### config.mk
export PLATFORM = sky130hd
export DESIGN_NAME = iq_sample_quantizer_top
export DESIGN_NICKNAME = d
export VERILOG_FILES = /design/src/rtl/core/iqsq_pkg.sv /design/src/rtl/core/iqsq_lane.sv /design/src/rtl/core/iqsq_pack.sv /design/src/rtl/core/iq_sample_quantizer_top.sv
export SDC_FILE = /design/constraint.sdc
export NUM_CORES = 2
export LEC_CHECK = 0
export ABC_AREA = 1
export BUFFER_PORTS_ARGS = -buffer_cell sky130_fd_sc_hd__clkbuf_2
export CORE_ASPECT_RATIO = 1.2
export CORE_MARGIN = 2
export CORE_UTILIZATION = 53
export CTS_BUF_LIST = sky130_fd_sc_hd__clkbuf_8
export DETAILED_ROUTE_END_ITERATION = 8
export PLACE_DENSITY = 0.72
export SYNTH_ARGS = -nofsm -noshare
export SYNTH_HDL_FRONTEND = slang
export SYNTH_SLANG_ARGS = --single-unit
export TNS_END_PERCENT = 30
### constraint.sdc
create_clock -name clk -period 20.9 [get_ports clk]
set_input_delay 1.045 -clock clk [delete_from_list [all_inputs] [get_ports clk]]
set_output_delay 1.045 -clock clk [all_outputs]
set_load 0.1 [all_outputs]
### src/rtl/core/iqsq_pkg.sv
// Shared types and constants for the IQ sample quantizer.
// Used by the lane, pack and top-level modules under rtl/core; depends on nothing.
package iqsq_pkg;

	// Sample format codes held in the format register
	localparam logic [2:0] FMT_U8  = 3'd0;
	localparam logic [2:0] FMT_I8  = 3'd1;
	localparam logic [2:0] FMT_U16 = 3'd2;
	localparam logic [2:0] FMT_I16 = 3'd3;
	localparam logic [2:0] FMT_F32 = 3'd4;

	// Register stages inside one lane
	localparam int NUM_STG = 7;

	// Fixed-point magnitude: 18 integer bits, 26 fraction bits, one jam bit
	localparam int FX_W   = 45;
	localparam int FRAC_W = 27;

	// Unsigned offsets 127.5 and 32767.5 on the fixed-point grid
	localparam logic [FX_W-1:0] KFX_U8  = 45'd255 << 26;
	localparam logic [FX_W-1:0] KFX_U16 = 45'd65535 << 26;

	typedef struct packed {
		logic [NUM_STG-1:0] en;
		logic [2:0]         fmt;
	} iqsq_lane_ctl_t;

endpackage

### src/rtl/core/iqsq_lane.sv
// One quantizer lane: single-precision word to saturated 8/16-bit code.
// Seven register stages; depends on iqsq_pkg.
module iqsq_lane (
	input  logic                    clk,
	input  iqsq_pkg::iqsq_lane_ctl_t ctl,
	input  logic [31:0]             word,
	output logic [15:0]             code,
	output logic [31:0]             raw
);
	import iqsq_pkg::*;

	// ---------------- stage 1: unpack, scale multiply
	logic        is_nan, is_tiny, is_sat, is_zero;
	logic [23:0] mant;
	logic [15:0] kmul;
	logic [39:0] prod_c;

	logic        sgn_s1, sat_s1;
	logic [7:0]  exp_s1;
	logic [39:0] prod_s1;
	logic [31:0] raw_s1;

	assign is_nan  = (word[30:23] == 8'hFF) && (word[22:0] != 23'd0);
	assign is_tiny = word[30:23] < 8'd87;
	assign is_sat  = (word[30:23] >= 8'd128) && !is_nan;
	assign is_zero = is_nan || is_tiny;
	assign mant    = is_zero ? 24'd0 : {1'b1, word[22:0]};

	always_comb begin
		case (ctl.fmt)
			FMT_U8:  kmul = 16'd255;
			FMT_I8:  kmul = 16'd127;
			FMT_U16: kmul = 16'd65535;
			default: kmul = 16'd32767;
		endcase
	end

	assign prod_c = mant * kmul;

	always_ff @(posedge clk) begin
		if (ctl.en[0]) begin
			sgn_s1  <= word[31] && !is_zero;
			sat_s1  <= is_sat;
			exp_s1  <= word[30:23];
			prod_s1 <= prod_c;
			raw_s1  <= word;
		end
	end

	// ---------------- stage 2: round product to 24 significant bits
	logic [4:0]        base_sh, sh;
	logic              ks;
	logic [5:0]        top_idx, gidx;
	logic [39:0]       shifted, smask;
	logic              guard_p, sticky_p, up_p;
	logic [24:0]       rnd_c;
	logic signed [9:0] xexp;

	logic              sgn_s2, sat_s2;
	logic [24:0]       mant_s2;
	logic signed [7:0] amt_s2;
	logic [31:0]       raw_s2;

	always_comb begin
		case (ctl.fmt)
			FMT_U8:  base_sh = 5'd7;
			FMT_I8:  base_sh = 5'd6;
			FMT_U16: base_sh = 5'd15;
			default: base_sh = 5'd14;
		endcase
	end

	assign ks       = (ctl.fmt == FMT_U8) || (ctl.fmt == FMT_U16);
	assign top_idx  = {1'b0, base_sh} + 6'd24;
	assign sh       = base_sh + {4'd0, prod_s1[top_idx]};
	assign shifted  = prod_s1 >> sh;
	assign gidx     = {1'b0, sh} - 6'd1;
	assign guard_p  = prod_s1[gidx];
	assign smask    = ~({40{1'b1}} << gidx);
	assign sticky_p = |(prod_s1 & smask);
	assign up_p     = guard_p && (sticky_p || shifted[0]);
	assign rnd_c    = {1'b0, shifted[23:0]} + {24'd0, up_p};
	assign xexp     = $signed({2'b00, exp_s1}) - 10'sd150 - $signed({9'd0, ks})
		+ $signed({5'd0, sh});

	always_ff @(posedge clk) begin
		if (ctl.en[1]) begin
			sgn_s2  <= sgn_s1;
			sat_s2  <= sat_s1;
			mant_s2 <= rnd_c;
			amt_s2  <= 8'(xexp + 10'sd26);
			raw_s2  <= raw_s1;
		end
	end

	// ---------------- stage 3: align onto the fixed-point grid, jam lost bits
	logic [43:0] r_ext, grid_c;
	logic [7:0]  neg_amt;
	logic [5:0]  ramt;
	logic        jam;

	logic            sgn_s3, sat_s3;
	logic [FX_W-1:0] fx_s3;
	logic [31:0]     raw_s3;

	assign r_ext   = {19'd0, mant_s2};
	assign neg_amt = -amt_s2;
	assign ramt    = neg_amt[5:0];

	always_comb begin
		if (!amt_s2[7]) begin
			grid_c = r_ext << amt_s2[5:0];
			jam    = 1'b0;
		end else begin
			grid_c = r_ext >> ramt;
			jam    = |(mant_s2 & ~({25{1'b1}} << ramt));
		end
	end

	always_ff @(posedge clk) begin
		if (ctl.en[2]) begin
			sgn_s3 <= sgn_s2;
			sat_s3 <= sat_s2;
			fx_s3  <= {grid_c, jam};
			raw_s3 <= raw_s2;
		end
	end

	// ---------------- stage 4: add the unsigned offset, split sign and magnitude
	logic [FX_W-1:0] kfx, mag_c;
	logic [FX_W:0]   dif;
	logic            neg_c;

	logic            sgn_s4, sat_s4, neg_s4;
	logic [FX_W-1:0] mag_s4;
	logic [31:0]     raw_s4;

	always_comb begin
		case (ctl.fmt)
			FMT_U8:  kfx = KFX_U8;
			FMT_U16: kfx = KFX_U16;
			default: kfx = '0;
		endcase
		dif = {1'b0, kfx} - {1'b0, fx_s3};
		if (!sgn_s3) begin
			mag_c = kfx + fx_s3;
			neg_c = 1'b0;
		end else if (dif[FX_W]) begin
			mag_c = fx_s3 - kfx;
			neg_c = 1'b1;
		end else begin
			mag_c = dif[FX_W-1:0];
			neg_c = 1'b0;
		end
	end

	always_ff @(posedge clk) begin
		if (ctl.en[3]) begin
			sgn_s4 <= sgn_s3;
			sat_s4 <= sat_s3;
			neg_s4 <= neg_c;
			mag_s4 <= mag_c;
			raw_s4 <= raw_s3;
		end
	end

	// ---------------- stage 5: find the leading one
	logic [5:0] lead;
	logic       small_c;

	logic            sgn_s5, sat_s5, neg_s5, small_s5;
	logic [4:0]      lsb_s5;
	logic [FX_W-1:0] mag_s5;
	logic [31:0]     raw_s5;

	always_comb begin
		lead = 6'd0;
		for (int i = 0; i < FX_W; i++) begin
			if (mag_s4[i]) begin
				lead = 6'(i);
			end
		end
	end

	// below a quarter the result is zero in every format
	assign small_c = (mag_s4[FX_W-1:25] == '0);

	always_ff @(posedge clk) begin
		if (ctl.en[4]) begin
			sgn_s5   <= sgn_s4;
			sat_s5   <= sat_s4;
			neg_s5   <= neg_s4;
			small_s5 <= small_c;
			lsb_s5   <= 5'(lead - 6'd23);
			mag_s5   <= mag_s4;
			raw_s5   <= raw_s4;
		end
	end

	// ---------------- stage 6: round the sum to single precision (unsigned formats only)
	logic [4:0]      rm1;
	logic [FX_W-1:0] lowm, gm, rnd_mag;
	logic            guard_s, sticky_s, up_s, unsig;

	logic            sgn_s6, sat_s6, neg_s6;
	logic [FX_W-1:0] mag_s6;
	logic [31:0]     raw_s6;

	assign unsig    = (ctl.fmt == FMT_U8) || (ctl.fmt == FMT_U16);
	assign rm1      = lsb_s5 - 5'd1;
	assign lowm     = ~({FX_W{1'b1}} << lsb_s5);
	assign gm       = ~({FX_W{1'b1}} << rm1);
	assign guard_s  = mag_s5[rm1];
	assign sticky_s = |(mag_s5 & gm);
	assign up_s     = guard_s && (sticky_s || mag_s5[lsb_s5]);

	always_comb begin
		if (small_s5) begin
			rnd_mag = '0;
		end else if (!unsig) begin
			rnd_mag = mag_s5;
		end else begin
			rnd_mag = (mag_s5 & ~lowm) + (up_s ? (45'd1 << lsb_s5) : '0);
		end
	end

	always_ff @(posedge clk) begin
		if (ctl.en[5]) begin
			sgn_s6 <= sgn_s5;
			sat_s6 <= sat_s5;
			neg_s6 <= neg_s5;
			mag_s6 <= rnd_mag;
			raw_s6 <= raw_s5;
		end
	end

	// ---------------- stage 7: round half away from zero, saturate
	logic [15:0] hi;
	logic [18:0] nint, lim, clip;
	logic        unsig7;
	logic [15:0] code_c;

	logic [15:0] code_s7;
	logic [31:0] raw_s7;

	always_comb begin
		case (ctl.fmt)
			FMT_U8:  hi = 16'd255;
			FMT_I8:  hi = 16'd127;
			FMT_U16: hi = 16'd65535;
			default: hi = 16'd32767;
		endcase
	end

	assign unsig7 = (ctl.fmt == FMT_U8) || (ctl.fmt == FMT_U16);
	assign nint   = {1'b0, mag_s6[FX_W-1:FRAC_W]} + {18'd0, mag_s6[FRAC_W-1]};
	assign lim    = {3'd0, hi} + {18'd0, neg_s6 && !unsig7};
	assign clip   = (nint > lim) ? lim : nint;

	always_comb begin
		if (sat_s6) begin
			if (!sgn_s6) begin
				code_c = hi;
			end else if (unsig7) begin
				code_c = 16'd0;
			end else begin
				code_c = ~hi;
			end
		end else if (!neg_s6) begin
			code_c = clip[15:0];
		end else if (unsig7) begin
			code_c = 16'd0;
		end else begin
			code_c = 16'(-clip);
		end
	end

	always_ff @(posedge clk) begin
		if (ctl.en[6]) begin
			code_s7 <= code_c;
			raw_s7  <= raw_s6;
		end
	end

	assign code = code_s7;
	assign raw  = raw_s7;

endmodule

### src/rtl/core/iqsq_pack.sv
// Merge stage: packs the I and Q lane results into the output word register.
// Depends on iqsq_pkg.
module iqsq_pack (
	input  logic        clk,
	input  logic        load,
	input  logic [2:0]  fmt,
	input  logic [15:0] code_i,
	input  logic [15:0] code_q,
	input  logic [31:0] raw_i,
	input  logic [31:0] raw_q,
	input  logic        last_i,
	output logic [63:0] packed_bytes,
	output logic [3:0]  byte_count,
	output logic        last_out
);
	import iqsq_pkg::*;

	logic [63:0] pk_c;
	logic [3:0]  bc_c;
	logic [63:0] pk_q;
	logic [3:0]  bc_q;
	logic        last_q;

	always_comb begin
		case (fmt)
			FMT_U8, FMT_I8: begin
				pk_c = {48'd0, code_q[7:0], code_i[7:0]};
				bc_c = 4'd2;
			end
			FMT_U16, FMT_I16: begin
				pk_c = {32'd0, code_q, code_i};
				bc_c = 4'd4;
			end
			FMT_F32: begin
				pk_c = {raw_q, raw_i};
				bc_c = 4'd8;
			end
			default: begin
				pk_c = {raw_q, raw_i};
				bc_c = 4'd8;
			end
		endcase
	end

	always_ff @(posedge clk) begin
		if (load) begin
			pk_q   <= pk_c;
			bc_q   <= bc_c;
			last_q <= last_i;
		end
	end

	assign packed_bytes = pk_q;
	assign byte_count   = bc_q;
	assign last_out     = last_q;

endmodule

### src/rtl/core/iq_sample_quantizer_top.sv
// Top level of the IQ sample quantizer: format register, I and Q lanes, pack stage.
// Depends on iqsq_pkg, iqsq_lane and iqsq_pack.
//
// Takes one complex sample per clock while in_stall is low, as two single-precision
// words, and returns it in the programmed sample format (uint8, int8, uint16, int16
// or float32 passthrough), I in the low bytes, little-endian, unused upper bytes
// zero. Scaling, offset and rounding match single-precision arithmetic exactly,
// with round half away from zero and saturation; NaN reads as zero. Two
// identical lanes carry I and Q side by side through seven register stages
// (multiply, product rounding, alignment, offset add, leading-one search, sum
// rounding, final rounding and clamp), and the pack stage adds an output
// register, so one word is accepted every cycle while out_stall does not back up
// the pipe. Each stage advances whenever the stage after it is free, so bubbles
// collapse and a new word is still taken under out_stall while any stage is
// empty. Write sample_format only while no word is in flight.
module iq_sample_quantizer_top (
	input  logic        clk,
	input  logic        arst_n,
	input  logic        cfg_we,
	input  logic [2:0]  cfg_data,
	input  logic        in_valid,
	output logic        in_stall,
	input  logic [31:0] real_bits,
	input  logic [31:0] imag_bits,
	input  logic        last_in,
	output logic        out_valid,
	input  logic        out_stall,
	output logic [63:0] packed_bytes,
	output logic [3:0]  byte_count,
	output logic        last_out
);
	import iqsq_pkg::*;

	logic [2:0]         fmt_q;
	logic [NUM_STG-1:0] stg_vld_q;
	logic [NUM_STG-1:0] last_q;
	logic               out_vld_q;
	logic [NUM_STG:0]   rdy;
	iqsq_lane_ctl_t     lane_ctl;
	logic [15:0]        code_i, code_q;
	logic [31:0]        raw_i, raw_q;

	// Format register; the user must write it only while the pipe is empty, the block does not enforce it
	always_ff @(posedge clk or negedge arst_n) begin
		if (!arst_n) begin
			fmt_q <= FMT_U8;
		end else if (cfg_we) begin
			fmt_q <= cfg_data;
		end
	end

	// Ready ripples back from the output register: a stage may load when it
	// is empty or when the stage after it loads in the same cycle.
	always_comb begin
		rdy[NUM_STG] = !out_vld_q || !out_stall;
		for (int i = NUM_STG - 1; i >= 0; i--) begin
			rdy[i] = !stg_vld_q[i] || rdy[i+1];
		end
	end

	assign in_stall = !rdy[0];

	// Advance the valid and last flags alongside the lane data
	always_ff @(posedge clk or negedge arst_n) begin
		if (!arst_n) begin
			stg_vld_q <= '0;
			out_vld_q <= 1'b0;
		end else begin
			if (rdy[0]) begin
				stg_vld_q[0] <= in_valid;
			end
			for (int i = 1; i < NUM_STG; i++) begin
				if (rdy[i]) begin
					stg_vld_q[i] <= stg_vld_q[i-1];
				end
			end
			if (rdy[NUM_STG]) begin
				out_vld_q <= stg_vld_q[NUM_STG-1];
			end
		end
	end

	always_ff @(posedge clk) begin
		if (rdy[0]) begin
			last_q[0] <= last_in;
		end
		for (int i = 1; i < NUM_STG; i++) begin
			if (rdy[i]) begin
				last_q[i] <= last_q[i-1];
			end
		end
	end

	assign lane_ctl.en  = rdy[NUM_STG-1:0];
	assign lane_ctl.fmt = fmt_q;

	iqsq_lane u_lane_i (
		.clk  (clk),
		.ctl  (lane_ctl),
		.word (real_bits),
		.code (code_i),
		.raw  (raw_i)
	);

	iqsq_lane u_lane_q (
		.clk  (clk),
		.ctl  (lane_ctl),
		.word (imag_bits),
		.code (code_q),
		.raw  (raw_q)
	);

	// Load the output register only with a real word
	iqsq_pack u_pack (
		.clk          (clk),
		.load         (rdy[NUM_STG] && stg_vld_q[NUM_STG-1]),
		.fmt          (fmt_q),
		.code_i       (code_i),
		.code_q       (code_q),
		.raw_i        (raw_i),
		.raw_q        (raw_q),
		.last_i       (last_q[NUM_STG-1]),
		.packed_bytes (packed_bytes),
		.byte_count   (byte_count),
		.last_out     (last_out)
	);

	assign out_valid = out_vld_q;

endmodule

==> qor.tcl <==
set qor(timing.critical_path.from_type) {flop}
set qor(crit_arrival_ns) 8.39
set qor(post_synth_instance_area_um2) 80500
set qor(die_w_um) 360
set qor(end_kind) {primary output}
set qor(detailed_router_iteration_count_before_antenna_repair) 8
set qor(worstPathMaxFanout) 69
set qor(synth.area.top_cells) {sky130_fd_sc_hd__edfxtp_1 (39%), sky130_fd_sc_hd__fa_1 (14%), sky130_fd_sc_hd__ha_1 (7.8%)}
set qor(postSynthNetCount) 9926
set qor(grt_pass1_vias) 62414
set qor(die_y_um) 431
set qor(post_synth.cell_area_avg_um2) 9.17
set qor(nNetsFinal) 10059
set qor(synth_seq_area_share) 0.394
set qor(hold_path_class) {in2reg}
set qor(instances_no_fill) 11020
set qor(drt.antenna.violating_nets) 0
set qor(grt_start_max_net_pins) 80
set qor(crit_path_leading_delay_family) {buffers and inverters}
set qor(totalWireLength_um) 223000
set qor(dr.first_iter.drc_count) 4820
set qor(layout-area-overhead-vs-synth_pct) 7.51
set qor(mostFrequentLayoutCells) {sky130_fd_sc_hd__nand2_1 (1,538), sky130_fd_sc_hd__inv_1 (1,510), sky130_fd_sc_hd__edfxtp_1 (1,049), sky130_fd_sc_hd__nor2_1 (812), sky130_fd_sc_hd__o21ai_0 (621)}
set qor(pin_count) 144
set qor(met3_usage) 0.0379
set qor(worstSetupStartpoint) {out_valid}
set qor(criticalPathCategory) {reg2out}
set qor(grt-busiest-layer) {met2}
set qor(mostFrequentLayoutCell) {sky130_fd_sc_hd__nand2_1}
set qor(maxcap_viol_count) 0
set qor(port_buffers) 142
set qor(synth_top_area_cell) {sky130_fd_sc_hd__edfxtp_1}
set qor(hold_violations) 0
set qor(total_drc_errors_in_the_routed_layout) 0
set qor(number_of_standard_cells_after_synthesis) 8780
set qor(crit_slowest_cell) {sky130_fd_sc_hd__clkinvlp_4}
set qor(fin_crit_sh) 0.451
set qor(cp_num_buf_inv) 7
set qor(status) {completed}
set qor(finalCriticalPeriod_ns) 9.43
set qor(fraction_of_layout_cells_with_a_size_suffix_above_1) 0.0624
set qor(numClockSinks) 1060
set qor(synth_top_area_share) 0.391
set qor(cts.htree.levels) 4
set qor(tritoncts.num_buffers) 166
set qor(worst_r2r_startpoint) {fmt_q[2]}
set qor(slew_headroom) 0.196
set qor(floorplan.die_area_um2) 155000
set qor(cts.reportedPaths.clkPinSlew_ns) 0.06
set qor(place_inst) 10719
set qor(cts_tree) {done}
set qor(setup_tns_ns) 0
set qor(grt_use_total) 0.288
set qor(drv_slew) 0
set qor(postSynth.asyncResetShare) 0.0104
set qor(final.fill_count) 13223
set qor(clock_latency_ns) 0.93
set qor(cts-root-to-sink-buffers) 3
set qor(required_ns) 19.85
set qor(coreArea_um2) 151000
set qor(global_route_wire_length_before_repair_um) 346000
set qor(cell_rows) 156
set qor(detail_route.wl_per_cell_um) 20.2
set qor(initial_antenna_violation_count) 9
set qor(vias_per_std_cell) 5.58
set qor(initial_util) 0.534
set qor(worst_clock_skew_ns) 0.0506
set qor(worst_slew_pin_slew_ns) 1.20
set qor(critPathMaxStageDelay_ns) 0.86
set qor(dp_hpwl_um) 177000
set qor(met2_capacity_usage_during_global_routing) 0.507
set qor(synthesis.yosys.warnings) 0
set qor(groute.layer.met1.usage) 0.349
set qor(synth_enable_flop_cells) 1049
set qor(globalRouteOverflowTotal) 0
set qor(path_common_cell) {sky130_fd_sc_hd__nor2_1}
set qor(setup_viol) 0
set qor(synth_seq_cells) 1060
set qor(cts_root_buf) {sky130_fd_sc_hd__clkbuf_8}
set qor(worstPathCellList) {nand2_1 > nor2_1 > inv_4 > nor2_1 > inv_4 > nor2_1 > clkinvlp_4 > nor2_1 > clkinvlp_4 > nor2_1 > clkinvlp_4 > nor2_1 > inv_6 > nor2_1 > clkbuf_2}
set qor(yosysUniqueCellTypes) 85
set qor(synth_ff_type) {sky130_fd_sc_hd__edfxtp_1}
set qor(post_cts.repair.setup_buffers) 0
set qor(grt_setup_unrepaired) {no}
set qor(holdCritStartpoint) {last_in}
set qor(gp_congestion) 0.959
set qor(via_count) 61505
set qor(fmax_mhz) 106
set qor(cts_repair_resize_count) 0
## flip-flops by register name, summed over array words and instances (netlist names), 40 cells and up
register and count:
u_lane_q.mag_s5 45, u_lane_i.mag_s5 45, u_lane_i.prod_s1 40, u_pack.packed_bytes 64, u_lane_q.mag_s4 45, u_lane_q.fx_s3 45, u_lane_i.mag_s4 45, u_lane_q.prod_s1 40
u_lane_i.fx_s3 45
## area by class of cell
class	instances	area [um^2]	area share
diodes	2	5.00	0.0000578
clock buffers	167	2300	0.0265
clock inverters	131	980	0.0113
inverters	1526	5760	0.0665
multi-input cells	5952	42100	0.486
flip-flops and latches	1060	31800	0.367
well taps	1975	2470	0.0285
repair buffers	207	1200	0.0139
## Yosys cell counts, types with 23 or more instances
library cell,instances
sky130_fd_sc_hd__o21ai_0,621
sky130_fd_sc_hd__xnor2_1,62
sky130_fd_sc_hd__nand4_1,65
sky130_fd_sc_hd__o211ai_1,60
sky130_fd_sc_hd__fa_1,574
sky130_fd_sc_hd__o21ai_1,39
sky130_fd_sc_hd__a22o_1,23
sky130_fd_sc_hd__buf_2,33
sky130_fd_sc_hd__mux2i_1,38
sky130_fd_sc_hd__ha_1,499
sky130_fd_sc_hd__clkinv_1,23
sky130_fd_sc_hd__nand3_1,230
sky130_fd_sc_hd__a21oi_1,586
sky130_fd_sc_hd__clkbuf_1,162
sky130_fd_sc_hd__inv_1,1483
sky130_fd_sc_hd__or2_2,27
sky130_fd_sc_hd__o221ai_1,39
sky130_fd_sc_hd__nor4_1,32
sky130_fd_sc_hd__o21a_1,34
sky130_fd_sc_hd__nor2_1,816
sky130_fd_sc_hd__buf_1,41
sky130_fd_sc_hd__nand2_1,1538
sky130_fd_sc_hd__o31ai_1,29
sky130_fd_sc_hd__nor3_1,92
sky130_fd_sc_hd__a211oi_1,29
sky130_fd_sc_hd__o22ai_1,64
sky130_fd_sc_hd__a31oi_1,51
sky130_fd_sc_hd__xor2_1,197
sky130_fd_sc_hd__edfxtp_1,1049
## worst reg2reg max path: cells and delay by family (launching register included)
family,cells,cell delay [ns]
xor gates and xnor gates,1,0.15
and+or+nand+nor,12,2.23
DFF,1,0.71
adders and majority gates,7,3.35
AOI/OAI and AO/OA,9,1.38
buffers and inverters,6,1.24
## path summary, 6_finish.rpt
kind                       cells past startpoint  slack (ns)              endpoint
setup / recovery                              15       11.47              in_stall
hold / removal                                 1        0.30             last_q[0]
setup reg to reg                              35       11.57  u_lane_i.prod_s1[39]
hold reg to reg                                0        0.41      u_lane_q.raw[14]
max in group asynchronous                      2       19.96              fmt_q[2]
min in group asynchronous                      2        0.58          stg_vld_q[6]
## through the flow
| stage | util | instance area (um^2) | hold WS, ns | setup slack [ns] |
|---|---|---|---|---|
| CTS | 0.574 | 86600 | 0.171 | 11.12 |
| floorplan | - | 80600 | 0.400 | 1.15 |
| detailed placement | 0.552 | 83300 | 0.405 | 10.52 |
| global route | 0.574 | 86600 | 0.220 | 10.64 |
| global placement | 0.552 | 83300 | 0.401 | 10.62 |
| finish | 0.574 | 86600 | 0.297 | 11.47 |
## per-layer routing
metal  vias to the layer above  wire (um)  part of all wire
met5                         -         67           0.00030
met4                        12      10900             0.049
met3                       558      10900             0.049
met2                      2033     111000              0.50
met1                     29479      89600              0.40
li1                      29423          -                 -
## logic make-up (layout without fill, tap and decap cells)
family,Yosys count,in the layout,synth area share
AO/OA/AOI/OAI,1700,1700,0.121
XOR/XNOR,260,260,0.0284
adder cells (fa/ha/maj),1073,1073,0.220
buffers and inverters,1768,2031,0.0834
flip-flops,1060,1060,0.394
multiplexers,38,38,0.00472
other,1,3,0.0000466
AND/OR/NAND/NOR,2880,2880,0.148
## timing repair
item / CTS / global route
setup endpoints to repair: 0 / 0
hold buffers: 1 / 0
endpoints found under the hold margin: 11 / 0
Power is not shown: default switching activity piles up to over one toggle a cycle in this logic, so the estimate is an artifact.
